==> src/hdl/ipn_pkg.sv <==
// Shared types and constants for the inspiral phase-of-time unit.
// No dependencies.
`default_nettype none
package ipn_pkg;

    localparam int TIME_W  = 48;
    localparam int COEF_W  = 48;
    localparam int ETA_W   = 32;
    localparam int PHASE_W = 64;
    localparam int ROOT_W  = 32;
    localparam int RAD_W   = 64;
    localparam int ACC_W   = 90;
    localparam int DIV_W   = ETA_W + 4;

    typedef enum logic [2:0] {
        CFG_PN_ORDER    = 3'd0,
        CFG_COEF_CUBIC  = 3'd1,
        CFG_COEF_SQUARE = 3'd2,
        CFG_COEF_LINEAR = 3'd3,
        CFG_ETA_HALF    = 3'd4
    } t_cfg_idx;

    typedef enum logic [1:0] {
        PN_NEWTON = 2'd0,
        PN_2PN    = 2'd1,
        PN_3PN    = 2'd2,
        PN_4PN    = 2'd3
    } t_pn_order;

    localparam logic [PHASE_W-1:0] PHASE_MAX = {1'b0, {(PHASE_W-1){1'b1}}};
    localparam logic [PHASE_W-1:0] PHASE_MIN = {1'b1, {(PHASE_W-1){1'b0}}};
    localparam logic [ETA_W-1:0]   ETA_RESET = 32'h2000_0000;

    typedef struct packed {
        logic s_neg;
        logic zero;
        logic bad;
    } t_div_side;

    function automatic logic [COEF_W-1:0] coef_mag(input logic [COEF_W-1:0] c);
        coef_mag = c[COEF_W-1] ? (~c + 1'b1) : c;
    endfunction

endpackage
`default_nettype wire

==> src/hdl/ipn_isqrt.sv <==
// Pipelined floor square root, one result bit per register stage.
// Depends on ipn_pkg.
`default_nettype none
module ipn_isqrt
    import ipn_pkg::*;
#(
    parameter int W_SIDE = 1
) (
    input  wire                 i_clk,
    input  wire                 i_rst_n,
    input  wire                 i_en,
    input  wire                 i_valid,
    input  wire [RAD_W-1:0]     i_rad,
    input  wire [W_SIDE-1:0]    i_side,
    output logic                o_valid,
    output logic [ROOT_W-1:0]   o_root,
    output logic [W_SIDE-1:0]   o_side
);
    localparam int STAGES = RAD_W / 2;

    logic [RAD_W-1:0]  w_x    [STAGES+1];
    logic [RAD_W-1:0]  w_res  [STAGES+1];
    logic              w_v    [STAGES+1];
    logic [W_SIDE-1:0] w_side [STAGES+1];

    assign w_x[0]    = i_rad;
    assign w_res[0]  = '0;
    assign w_v[0]    = i_valid;
    assign w_side[0] = i_side;

    for (genvar k = 0; k < STAGES; k++) begin : g_stage
        localparam logic [RAD_W-1:0] BIT = RAD_W'(1) << (RAD_W - 2 - 2 * k);
        logic [RAD_W-1:0]  r_x, r_res, n_x, n_res, w_sum;
        logic              r_v;
        logic [W_SIDE-1:0] r_side;

        always_comb begin
            w_sum = w_res[k] + BIT;
            if (w_x[k] >= w_sum) begin
                n_x   = w_x[k] - w_sum;
                n_res = (w_res[k] >> 1) + BIT;
            end else begin
                n_x   = w_x[k];
                n_res = w_res[k] >> 1;
            end
        end

        always_ff @(posedge i_clk) begin
            if (!i_rst_n) begin
                r_v <= 1'b0;
            end else if (i_en) begin
                r_v <= w_v[k];
            end
        end

        always_ff @(posedge i_clk) begin
            if (i_en) begin
                r_x    <= n_x;
                r_res  <= n_res;
                r_side <= w_side[k];
            end
        end

        assign w_x[k+1]    = r_x;
        assign w_res[k+1]  = r_res;
        assign w_v[k+1]    = r_v;
        assign w_side[k+1] = r_side;
    end

    assign o_valid = w_v[STAGES];
    assign o_root  = w_res[STAGES][ROOT_W-1:0];
    assign o_side  = w_side[STAGES];
endmodule
`default_nettype wire

==> config.mk <==
export PLATFORM = sky130hd
export DESIGN_NAME = ipn_isqrt
export DESIGN_NICKNAME = d
export VERILOG_FILES = /design/src/hdl/ipn_pkg.sv /design/src/hdl/ipn_isqrt.sv
export SDC_FILE = /design/constraint.sdc
export NUM_CORES = 2
export LEC_CHECK = 0
export BUFFER_PORTS_ARGS = -buffer_cell sky130_fd_sc_hd__buf_4
export CAP_MARGIN = 25
export CORE_AREA = 2 2 498 500
export DETAILED_ROUTE_END_ITERATION = 8
export DIE_AREA = 0 0 500 502
export PLACE_DENSITY = 0.64
export SYNTH_ARGS = -nofsm -noshare
export SYNTH_HDL_FRONTEND = slang
export SYNTH_SLANG_ARGS = --single-unit
==> constraint.sdc <==
create_clock -name i_clk -period 3.9 [get_ports i_clk]
set_clock_uncertainty 0.2 [all_clocks]
set_input_delay 0.78 -clock i_clk [delete_from_list [all_inputs] [get_ports i_clk]]
set_output_delay 0.78 -clock i_clk [all_outputs]
set_load 0.02 [all_outputs]
Word level (Yosys, flattened, before mapping):

Cells that the tools add are included.

* word-level logic and storage cells: 345
* ROM bits: 0
* latch bits: 0
* memories kept: 0
* memory bits (writable): 0
* bits of input ports: 69
* bits in registers: 4064
* output and inout bits: 34

* reduce and logical (&&, ||, !) cells: 0
* muxes and demuxes: 63
* magnitude comparators: 32
* bitwise logic cells: 0
* equality and inequality tests: 0
* add/subtract/negate cells: 93
* $mul: 0
* div/mod/pow operators: 0
* shift operators: 0

Operators by type and width (count)
* $ge A64 B64 Y1: 31
* $mux W64: 31
* $mux W63: 31
* $sub A64 B64 Y64: 30
* $add A63 B11 Y64 const B: 1
* $add A63 B13 Y64 const B: 1
* $add A63 B15 Y64 const B: 1
* $add A63 B17 Y64 const B: 1
* $add A63 B19 Y64 const B: 1
* $add A63 B21 Y64 const B: 1
* $add A63 B23 Y64 const B: 1
* $add A63 B25 Y64 const B: 1
* $add A63 B27 Y64 const B: 1
* $add A63 B29 Y64 const B: 1
* $add A63 B3 Y64 const B: 1
* $add A63 B31 Y64 const B: 1
* $add A63 B33 Y64 const B: 1
* $add A63 B35 Y64 const B: 1
* $add A63 B37 Y64 const B: 1
* $add A63 B39 Y64 const B: 1
* $add A63 B41 Y64 const B: 1
* $add A63 B43 Y64 const B: 1
* $add A63 B45 Y64 const B: 1
* $add A63 B47 Y64 const B: 1
* 45 further kinds: 45

Logic depth before layout (Yosys ltp):

* depth in word-level cells: 3
* gate-level depth with buffers: 16
* gate-level depth less buffers: 14

Least setup slack after synthesis:

No wires, ideal clock.

* path type: reg-to-reg
* from: register g_stage[16].r_x[51]
* to: register g_stage[17].r_x[53] (data pin)
* arrival time: 3.419 ns
* setup time: 0.271 ns
* data required time: 3.429 ns
* stages on the path, launching flop included: 12
* slack: 0.010 ns
* clock period less this slack: 3.890 ns
* cells stage by stage: edfxtp_1 or4_1 or3_1 or4_1 or3_1 or3_1 or3_4 nor3_4 or4_1 buf_6 nor4_1 xor2_1

* longest elaborated chain between the ends: 2

Ends and longest elaborated chain
* from (decl): RTL line ipn_isqrt.sv:33 `logic [RAD_W-1:0] r_x, r_res, n_x, n_res, w_sum;`
* from (signal assigned): RTL line ipn_isqrt.sv:58 `r_x <= n_x;`
* $sub A64 B64 Y64 / $ge A64 B64 Y1 (equally long branches): RTL line ipn_isqrt.sv:40, ipn_isqrt.sv:39
* $mux W64 *: RTL line ipn_isqrt.sv:39 `if (w_x[k] >= w_sum) begin`
* via g_stage[17].n_x[53]: RTL line ipn_isqrt.sv:33
* to (signal assigned): RTL line ipn_isqrt.sv:58
* to (decl): RTL line ipn_isqrt.sv:33

Mark *: on every way through the listed nets, which the timed path passes. The rest lies on a longest branch.
A chain may end at the register's enable or synchronous reset.

Worst setup path after layout:

* from: register g_stage[16].r_x[51]
* to: register g_stage[17].r_x[55] (data pin)

The elaborated chain is that of the path after synthesis.

==> run summary <==
Worst Tran Pin Value: 895 ps
Max-Cap Viols: 0
Clock Power Share: 0.317
RSZ-0062 raised after global routing: yes
VDD IR max: 0.339 mV
register bit total from synthesis: 2576
largest net degree at the start of global routing: 165
H-tree Lvls: 5
Max Slew Vio Count: 0
total CTS buffers: 294
row cnt: 182
antenna violations before repair: 9
# nets final: 11200
switching share of power: 0.291
startpoint types: register
internal power: 58.2 mW
ys flop type: edfxtp_1
WL/cell: 22.2 um
crit path from: g_stage[16].r_x[51]$_DFFE_PP_
r2r setup slk: -10 ps
CTS Root Cell: clkbuf_16
Syn Inst Count: 9710
clock sink count: 2576
IO Count: 103
CP required: 4320 ps
mapped cell area: 122000 sq um
power per standard cell area: 580 nW/um^2
CP Max Fanout: 8
nature of the critical path endpoint: register
HPWL after DPL: 234000 um
synth unique cells: 84
die area: 251000 sq um
drt first pass iters: 6
sequential element share of the synthesized area: 0.631
Tmin final: 3910 ps
Port Buffers: 102
worst relative slew slack: 0.403
Final ANT Viol Nets: 0
Switching Power: 23.8 mW
total track usage: 0.242
yosys warns: 0
post-DR vias/cell: 5.71
CTS tree: done
Hold Fails Final Rpt: 0
Core ar.: 245000 sq um
Sum Neg Setup Slack: -21.1 ps
failing checks: negative setup slack
chip width: 500 um
fin util: 0.576
clk_lat worst skew: 950 ps
layout cell share with drive strength beyond 1: 0.125
grt total ovfl: 0
drt drc: 0
layout overhead on the synthesized area: 15.8%
EDFF count, synth: 2544
crit path DAT: 4340 ps
maximum clock insertion buffer count: 4
Worst Hold Class: input pin to register
Max Freq: 256 MHz
vias: 79700
asr flop ratio synth: 0
min-delay src: i_rst_n
run status: finished with violations
WS Path Type: register to register
r2r startpoint: g_stage[16].r_x[51]$_DFFE_PP_
Die H: 502 um
initial drt markers: 7118
first-pass GRT wire length: 467000 um
Static Leak: 53.4 nW
sequential share of power: 0.463
clock slew at reported path FFs: 60 ps
Tcrit/Tclk final: 1.00
RePlAce Congestion: 0.931
Worst Slack Setup Final: -11.2 ps
syn nets: 10300
drt total wl: 310000 um
# setup viols final: 2
vias in the first global route: 77700
Post-Syn Area per Cell: 12.6 sq um
Comb power frac: 0.220
Initial Util: 0.498
[cells by family (layout without fill, tap and decap cells)]
family | after synthesis | count (layout) | share of synthesized area
simple gates | 2892 | 2892 | 0.121
buf+inv | 893 | 1917 | 0.0278
mux | 100 | 100 | 0.00876
compound gates | 1812 | 1812 | 0.0911
other cells | 0 | 7 | 0
fa+ha+maj | 558 | 558 | 0.0572
flops | 2576 | 2576 | 0.631
xor+xnor | 879 | 879 | 0.0631
[final timing paths]
check                                                      to  cells past startpoint
worst max-delay path            g_stage[17].r_x[55]$_DFFE_PP_                     11
worst min-delay path             g_stage[13].r_v$_SDFFE_PN0P_                      2
worst max register to register  g_stage[17].r_x[55]$_DFFE_PP_                     11
worst min register to register   g_stage[25].r_x[5]$_DFFE_PP_                      0
[per-layer routing]
| layer | wire, um | up-vias | global-route usage |
|---|---|---|---|
| li1 | - | 38000 | - |
| met1 | 138000 | 39000 | 0.340 |
| met2 | 146000 | 2317 | 0.394 |
| met3 | 17700 | 457 | 0.0367 |
| met4 | 8200 | 4 | 0.0650 |
| met5 | 31 | - | 0 |
[area by class of cell]
type | count | area [sq um]
diodes | 7 | 17.5
fillers | 19600 | 104000
clock buffers | 352 | 7670
multi-input cells | 6241 | 42600
clock inverters | 148 | 1250
well taps | 3220 | 4030
flip-flops and latches | 2576 | 77000
inverters | 689 | 2590
repair buffers | 728 | 6190
[metrics by stage]
stage	total power, mW	setup slack [ps]	cells	area (sq um)	hold slack, ps
after global routing	85.9	-103	14000	141000	35.9
after CTS	82.1	-3.09	13900	140000	6.30
final	82.0	-11.2	14000	141000	76.1
after global placement	55.6	-342	13400	130000	205
after detailed placement	55.9	-489	13400	130000	205
after floorplan	48.9	9.76	9710	122000	200
[cells in the mapped netlist, drive strengths merged, types with 96 or more instances]
cell,instances,area share
nor2,642,0.020
ha,558,0.057
edfxtp,2544,0.63
nor3,269,0.011
clkbuf,180,0.0055
nor2b,96,0.0049
nand2b,117,0.0060
a21o,205,0.013
o21ai,485,0.020
xnor2,476,0.034
nand2,661,0.020
nand3,162,0.0066
nand4,167,0.0086
inv,687,0.021
nor4,345,0.018
or3,96,0.0050
xor2,403,0.029
a21oi,590,0.024
[registers in the layout, indices dropped and copies added, names as in the netlist]
register        cells
g_stage.r_x      1984
o_valid             1
g_stage.r_v        31
g_stage.r_side     31
g_stage.r_res     528
o_side              1
[power groups by stage]
stage / clock [mW] / sequential [mW] / combinational, mW
finish: 26.0 / 37.9 / 18.1
floorplan: 0 / 37.1 / 11.9
detailed placement: 0 / 38.5 / 17.4
CTS: 26.5 / 37.9 / 17.6
global placement: 0 / 38.4 / 17.2
global route: 27.6 / 38.3 / 20.0
[placed cells by master (no fill, tap or decap), drive strengths merged, types with 162 or more instances in the layout]
cell,instances
edfxtp,2544
inv,696
nand2,661
buf,656
nor2,642
a21oi,590
ha,558
o21ai,485
xnor2,476
xor2,403
clkbuf,358
nor4,345
nor3,269
a21o,205
nand4,167
nand3,162
[critical path, cell delays in order, from the launching register on]
cell and delay [ps]:
edfxtp_1 400, or4_4 550, or3_4 340, or4_4 420, or3_4 340, or3_4 330
or3_4 360, nor3_4 160, or4_4 180, buf_12 140, nor3_1 60, xor2_1 150
[timing repair]
item	CTS	global route
pin swaps	4	22
endpoints found under the setup margin	104	332
hold buffers	66	0
setup buffers	4	28
cloned	1	5
hold endpoints to repair	66	0
gates resized for setup	31	176
Power figures use the tool's default switching activity.
