[config.mk]
export PLATFORM = sky130hd
export DESIGN_NAME = ipn_mul
export DESIGN_NICKNAME = d
export VERILOG_FILES = /design/src/hdl/ipn_pkg.sv /design/src/hdl/ipn_mul.sv
export SDC_FILE = /design/constraint.sdc
export NUM_CORES = 2
export LEC_CHECK = 0
export BUFFER_PORTS_ARGS = -buffer_cell sky130_fd_sc_hd__buf_4
export CORE_MARGIN = 1.5
export CORE_UTILIZATION = 55
export CTS_BUF_LIST = sky130_fd_sc_hd__clkbuf_2 sky130_fd_sc_hd__clkbuf_4 sky130_fd_sc_hd__clkbuf_8
export DETAILED_ROUTE_END_ITERATION = 16
export PLACE_DENSITY = 0.72
export SYNTH_ARGS = -nofsm -noshare
export SYNTH_HDL_FRONTEND = slang
export SYNTH_SLANG_ARGS = --single-unit
[constraint.sdc]
create_clock -name i_clk -period 5.7 [get_ports i_clk]
set_input_delay 0 -clock i_clk [delete_from_list [all_inputs] [get_ports i_clk]]
set_output_delay 0 -clock i_clk [all_outputs]
set_load 0.03 [all_outputs]
[src/hdl/ipn_pkg.sv]
// Shared types and constants for the inspiral phase-of-time unit.
// No dependencies.
`default_nettype none
package ipn_pkg;

    localparam int TIME_W  = 48;
    localparam int COEF_W  = 48;
    localparam int ETA_W   = 32;
    localparam int PHASE_W = 64;
    localparam int ROOT_W  = 32;
    localparam int RAD_W   = 64;
    localparam int ACC_W   = 90;
    localparam int DIV_W   = ETA_W + 4;

    typedef enum logic [2:0] {
        CFG_PN_ORDER    = 3'd0,
        CFG_COEF_CUBIC  = 3'd1,
        CFG_COEF_SQUARE = 3'd2,
        CFG_COEF_LINEAR = 3'd3,
        CFG_ETA_HALF    = 3'd4
    } t_cfg_idx;

    typedef enum logic [1:0] {
        PN_NEWTON = 2'd0,
        PN_2PN    = 2'd1,
        PN_3PN    = 2'd2,
        PN_4PN    = 2'd3
    } t_pn_order;

    localparam logic [PHASE_W-1:0] PHASE_MAX = {1'b0, {(PHASE_W-1){1'b1}}};
    localparam logic [PHASE_W-1:0] PHASE_MIN = {1'b1, {(PHASE_W-1){1'b0}}};
    localparam logic [ETA_W-1:0]   ETA_RESET = 32'h2000_0000;

    typedef struct packed {
        logic s_neg;
        logic zero;
        logic bad;
    } t_div_side;

    function automatic logic [COEF_W-1:0] coef_mag(input logic [COEF_W-1:0] c);
        coef_mag = c[COEF_W-1] ? (~c + 1'b1) : c;
    endfunction

endpackage
`default_nettype wire

[src/hdl/ipn_mul.sv]
// Two-stage unsigned multiplier: split partial products, then a shifted add.
// Depends on ipn_pkg.
`default_nettype none
module ipn_mul
    import ipn_pkg::*;
#(
    parameter int WA     = 32,
    parameter int WB     = 32,
    parameter int W_SIDE = 1
) (
    input  wire                 i_clk,
    input  wire                 i_rst_n,
    input  wire                 i_en,
    input  wire                 i_valid,
    input  wire [WA-1:0]        i_a,
    input  wire [WB-1:0]        i_b,
    input  wire [W_SIDE-1:0]    i_side,
    output logic                o_valid,
    output logic [WA+WB-1:0]    o_prod,
    output logic [W_SIDE-1:0]   o_side
);
    localparam int WL = WA / 2;
    localparam int WH = WA - WL;

    logic [WL+WB-1:0]  r_pl;
    logic [WH+WB-1:0]  r_ph;
    logic              r_v1, r_v2;
    logic [W_SIDE-1:0] r_side1, r_side2;
    logic [WA+WB-1:0]  r_prod;

    always_ff @(posedge i_clk) begin
        if (!i_rst_n) begin
            r_v1 <= 1'b0;
            r_v2 <= 1'b0;
        end else if (i_en) begin
            r_v1 <= i_valid;
            r_v2 <= r_v1;
        end
    end

    always_ff @(posedge i_clk) begin
        if (i_en) begin
            r_pl    <= i_a[WL-1:0] * i_b;
            r_ph    <= i_a[WA-1:WL] * i_b;
            r_side1 <= i_side;
            r_prod  <= (WA+WB)'(r_pl) + ((WA+WB)'(r_ph) << WL);
            r_side2 <= r_side1;
        end
    end

    assign o_valid = r_v2;
    assign o_prod  = r_prod;
    assign o_side  = r_side2;
endmodule
`default_nettype wire

# [Word-level counts from Yosys, hierarchy flattened]
# Cells that the tools add are included.
[word_totals] reg_bits=164 inputBits=69 out_inout_bits=66 elab_cells=10
[classes] n_addsub=1 multipliers=2
[op_table] operator="16-bit by 32-bit multiplier with 48-bit output" n=2
[op_table] operator="48-bit by 64-bit adder with 64-bit output" n=1

# [Longest topological paths before layout]
[logic_depth] word_depth=1 depth_mapped=25 mapped_depth_nobuf=23

# [Worst setup path before layout]
# No wires, ideal clock.
[synth_timing] path_kind="input to register" from="input port i_a[17]" to="register r_ph[42] (data pin)" setup_ns=0.265 arrival_time_ns=5.731 setup_slack_ns=-0.296 stages=21 path_buffers=1 cell_sequence="clkbuf_1 > nand2_1 > fa_1 > fa_1 > fa_1 > inv_1 > fa_1 > fa_1 > inv_1 > fa_1 > inv_1 > ha_1 > and3_1 > a221oi_1 > o21ai_0 > a2111oi_1 > o31ai_1 > a221o_1 > nand4_1 > nand3_1 > xor2_1"
[synth_between] elab_chain_len=1
[synth_rtl] element="start, declared" line_no="ipn_mul.sv:15" source="input wire [WA-1:0] i_a,"
[synth_rtl] element="16-bit by 32-bit multiplier with 48-bit output" line_no="ipn_mul.sv:44" source="r_ph <= i_a[WA-1:WL] * i_b;"
[synth_rtl] element="end signal, assigned" line_no="ipn_mul.sv:44"
[synth_rtl] element="end, declared" line_no="ipn_mul.sv:26" source="logic [WH+WB-1:0] r_ph;"
# Every way passes these cells.
# A chain may end at the register's enable or synchronous reset.

# [Worst setup path after layout]
[layout_timing] from="input port i_a[21]" to="register r_ph[44] (data pin)"
# Same word-level chain as after synthesis.

==> qor.yml <==
status:
  run_status: "finished clean"
synth:
  synth_seq_cells: 164
  number_of_warnings_issued_by_yosys: 0
  asyncSetResetFlopFracSynth_pct: 0
  synthesis.area_per_instance_um2: 9.29
  syn-cell-area_um2: 39300
  netlist_top_cells_area: "sky130_fd_sc_hd__fa_1 (43%), sky130_fd_sc_hd__edfxtp_1 (12%), sky130_fd_sc_hd__ha_1 (8.7%)"
  synth_top_flop_cell: "sky130_fd_sc_hd__edfxtp_1"
  number_of_enable_type_register_cells_in_the_synthesized_netlist: 162
  synth_cells: 4233
  post_synth_num_cell_types: 66
  mappedNetlistNets: 5411
  synthDominantCellAreaShare_pct: 42.6
  ys_seq_area_share_pct: 12.5
  yosys.area.top_type: "sky130_fd_sc_hd__fa_1"
routing:
  detailroute.via_count: 29700
  detail_route.drc_violations: 0
  via_per_inst: 5.35
  antenna_violating_nets_post_route: 0
  totalWireLength_um: 97100
  detail_route.first_pass.iterations: 6
  initialDrtViolationCount: 1884
  wl_per_cell_um: 17.5
timing:
  worst_slew_margin_rel_pct: 28.3
  final-setup-viol-count: 0
  post-route-period-util_pct: 98.4
  totalNegativeSetupSlack_ns: 0
  setup_repair_after_global_routing_missed_its_margin: "true"
  final.setup_skew_ns: 0.0317
  timing_hold_violations_final: 0
  final.min_clock_period_ns: 5.61
  slew_violations: 0
  worst_pin_slew_ns: 1.08
  fmaxAchievable_mhz: 178
setup_path:
  reg2reg_setup_slack_ns: 1.70
  critPathLaunch: "i_a[21]"
  worst_setup_path_type: "input pin to register"
  worst_flop_to_flop_path_endpoint: "o_prod[51]"
  critPathBufInv: 7
  cp-endpoint: "r_ph[44]"
  worstPathMaxFanout: 17
  worst-endpoint-arrival_ns: 5.92
  path_cells: "buf_4 > buf_4 > and2_1 > fa_1 > inv_1 > fa_1 > fa_1 > inv_1 > fa_1 > fa_1 > inv_1 > fa_1 > inv_1 > ha_4 > nand4_1 > or3_4 > nor2_4 > a2111oi_4 > buf_4 > o41ai_4 > a31oi_1 > o211ai_1 > o21ai_0 > xnor2_1"
  r2r.worst_path.cells: 11
  critPathRequiredTime_ns: 6.01
  number_of_gates_on_the_worst_path_with_buffers_counted: 24
  setup.worst_path.end_class: "register"
  timing.critical_path.mode_cell: "sky130_fd_sc_hd__fa_1"
  startpoint_kind_of_the_worst_setup_timing_path: "input pin"
  slowest_stage: "sky130_fd_sc_hd__fa_1"
  crit_path_max_incr_delay_ns: 0.52
  worstReg2RegStart: "r_pl[17]"
  worst_path_dominant_cell_family: "adder cells"
floorplan:
  dieWidth_um: 270
  std_cell_rows: 97
  core-area_um2: 70400
  boundaryPins: 135
  initial_utilization_pct: 55.9
  fp.dieH_um: 270
  die_area_um2: 73100
clock_tree:
  clk_latency_worst_skew_pair_ns: 0.55
  clk_root_buffer_cell: "sky130_fd_sc_hd__clkbuf_8"
  tritoncts: "yes"
  number_of_buffers_added_by_the_clock_tree_synthesis_step: 17
  htreeDepth: 4
  clkSlewWorstSetupHoldPaths_ns: 0.14
  ctsLongestPathBuffers: 2
  tritoncts_num_sinks: 164
grt:
  global_route.overflow_total: 0
  grt_first_pass_wirelength_um: 164000
  grt_antenna_before_repair: 1
  via_count_of_the_first_global_routing_pass: 32300
  globalRouteTotalUtil_pct: 28.4
  pin_count_of_the_biggest_net_entering_global_routing: 98
finish:
  finalNetCount: 5778
  fillerInstances: 5856
  synthToLayoutAreaGrowth_pct: 14.5
  drive_above_1_share_pct: 14.4
  most-common-layout-cells: "sky130_fd_sc_hd__inv_1 (898), sky130_fd_sc_hd__fa_1 (829), sky130_fd_sc_hd__nand2_1 (676)"
  layout.cells.most_common: "sky130_fd_sc_hd__inv_1"
placed_design:
  port-buffer-count: 134
  routabilityCongestion: 0.936
  detailedPlacementHpwl_um: 81400
run:
  max_cap_violations: 0
min_path:
  worst_hold_path_type: "input pin to register"
  hold-path-cell-count: 1
[per-stage QoR]
stage / util (%) / setup WS [ns] / instances / cell area [um^2] / hold slack [ns]
after global routing: 64.0 / -0.119 / 5554 / 45000 / 0.0611
after CTS: 63.7 / 0.0147 / 5551 / 44800 / 0.0388
after floorplan: - / -0.0515 / 4233 / 39600 / 0.0989
after detailed placement: 63.0 / -0.611 / 5515 / 44400 / 0.179
final: 64.0 / 0.0932 / 5554 / 45000 / 0.0729
after global placement: 63.0 / -0.491 / 5515 / 44400 / 0.178
[metal layers]
metal	share of wire (%)	routed length, um	track usage, %	up-vias
met3	4.6	4420	2.78	230
met2	50	48600	48.9	887
met4	5.9	5760	14.9	0
met5	0	0	0	-
li1	-	-	-	13500
met1	39	38300	35.5	15100
[synthesized netlist by cell type, types with 5 or more instances]
| cell type | count |
|---|---|
| sky130_fd_sc_hd__a211oi_1 | 13 |
| sky130_fd_sc_hd__a21boi_0 | 5 |
| sky130_fd_sc_hd__a21o_1 | 72 |
| sky130_fd_sc_hd__a21oi_1 | 130 |
| sky130_fd_sc_hd__a311o_1 | 8 |
| sky130_fd_sc_hd__a31oi_1 | 9 |
| sky130_fd_sc_hd__and2_1 | 432 |
| sky130_fd_sc_hd__and3_1 | 15 |
| sky130_fd_sc_hd__clkbuf_1 | 225 |
| sky130_fd_sc_hd__edfxtp_1 | 162 |
| sky130_fd_sc_hd__fa_1 | 837 |
| sky130_fd_sc_hd__ha_1 | 272 |
| sky130_fd_sc_hd__inv_1 | 898 |
| sky130_fd_sc_hd__nand2_1 | 676 |
| sky130_fd_sc_hd__nand3_1 | 35 |
| sky130_fd_sc_hd__nand4_1 | 33 |
| sky130_fd_sc_hd__nor2_1 | 62 |
| sky130_fd_sc_hd__nor2b_1 | 11 |
| sky130_fd_sc_hd__nor3_1 | 14 |
| sky130_fd_sc_hd__o211ai_1 | 6 |
| sky130_fd_sc_hd__o21a_1 | 11 |
| sky130_fd_sc_hd__o21ai_0 | 56 |
| sky130_fd_sc_hd__o21bai_1 | 24 |
| sky130_fd_sc_hd__o22ai_1 | 5 |
| sky130_fd_sc_hd__o31a_1 | 6 |
| sky130_fd_sc_hd__o31ai_1 | 10 |
| sky130_fd_sc_hd__or2_2 | 7 |
| sky130_fd_sc_hd__or3_1 | 8 |
| sky130_fd_sc_hd__xnor2_1 | 74 |
| sky130_fd_sc_hd__xor2_1 | 49 |
[worst min-delay path by stage]
stage / endpoint / slack, ns / startpoint
2_1_floorplan: r_side1 / 0.1 / i_side
3_3_place_gp: r_side1 / 0.18 / i_side
3_5_place_dp: r_side1 / 0.18 / i_side
4_1_cts: r_ph[0] / 0.04 / i_a[16]
5_1_grt: r_ph[0] / 0.06 / i_a[16]
6_report: r_pl[43] / 0.07 / i_en
[area by class of cell]
cell class / instances / area, um^2 / share of cell area, %
antenna: 1 / 2.50 / 0.00556
clock buffer: 17 / 234 / 0.520
clock inverter: 15 / 189 / 0.420
inverter: 898 / 3370 / 7.49
multi-input combinational: 2945 / 30500 / 67.7
sequential: 164 / 4900 / 10.9
tap: 940 / 1180 / 2.61
timing repair buffer: 574 / 4650 / 10.3
[registers in the layout, summed over array words and instances, names as in the netlist]
| register | count |
|---|---|
| r_ph | 48 |
| r_side1 | 1 |
| r_pl | 48 |
| o_valid | 1 |
| o_prod | 64 |
| r_v1 | 1 |
| o_side | 1 |
[cells by family (layout without fill, tap and decap cells)]
group	Yosys count	after routing	share of synthesized area (%)
AOI/OAI and AO/OA	389	389	6.43
xor gates and xnor gates	123	123	2.74
adders and majority gates	1109	1109	51.2
buffers and inverters	1124	1504	10.7
DFF	164	164	12.5
muxes	5	5	0.130
other	0	1	0
and+or+nand+nor	1319	1319	16.3
[what timing repair did]
| item | in CTS | in global routing |
|---|---|---|
| hold buffers | 4 | 0 |
| pin swaps | 0 | 16 |
| buffers inserted | 0 | 3 |
| resized for setup | 1 | 49 |
| setup endpoints to repair | 2 | 30 |
| endpoints found under the hold margin | 4 | 0 |
Power is left out: the tool's default activity adds up to more than one toggle a clock period on the data nets, which glitch-free logic cannot reach.
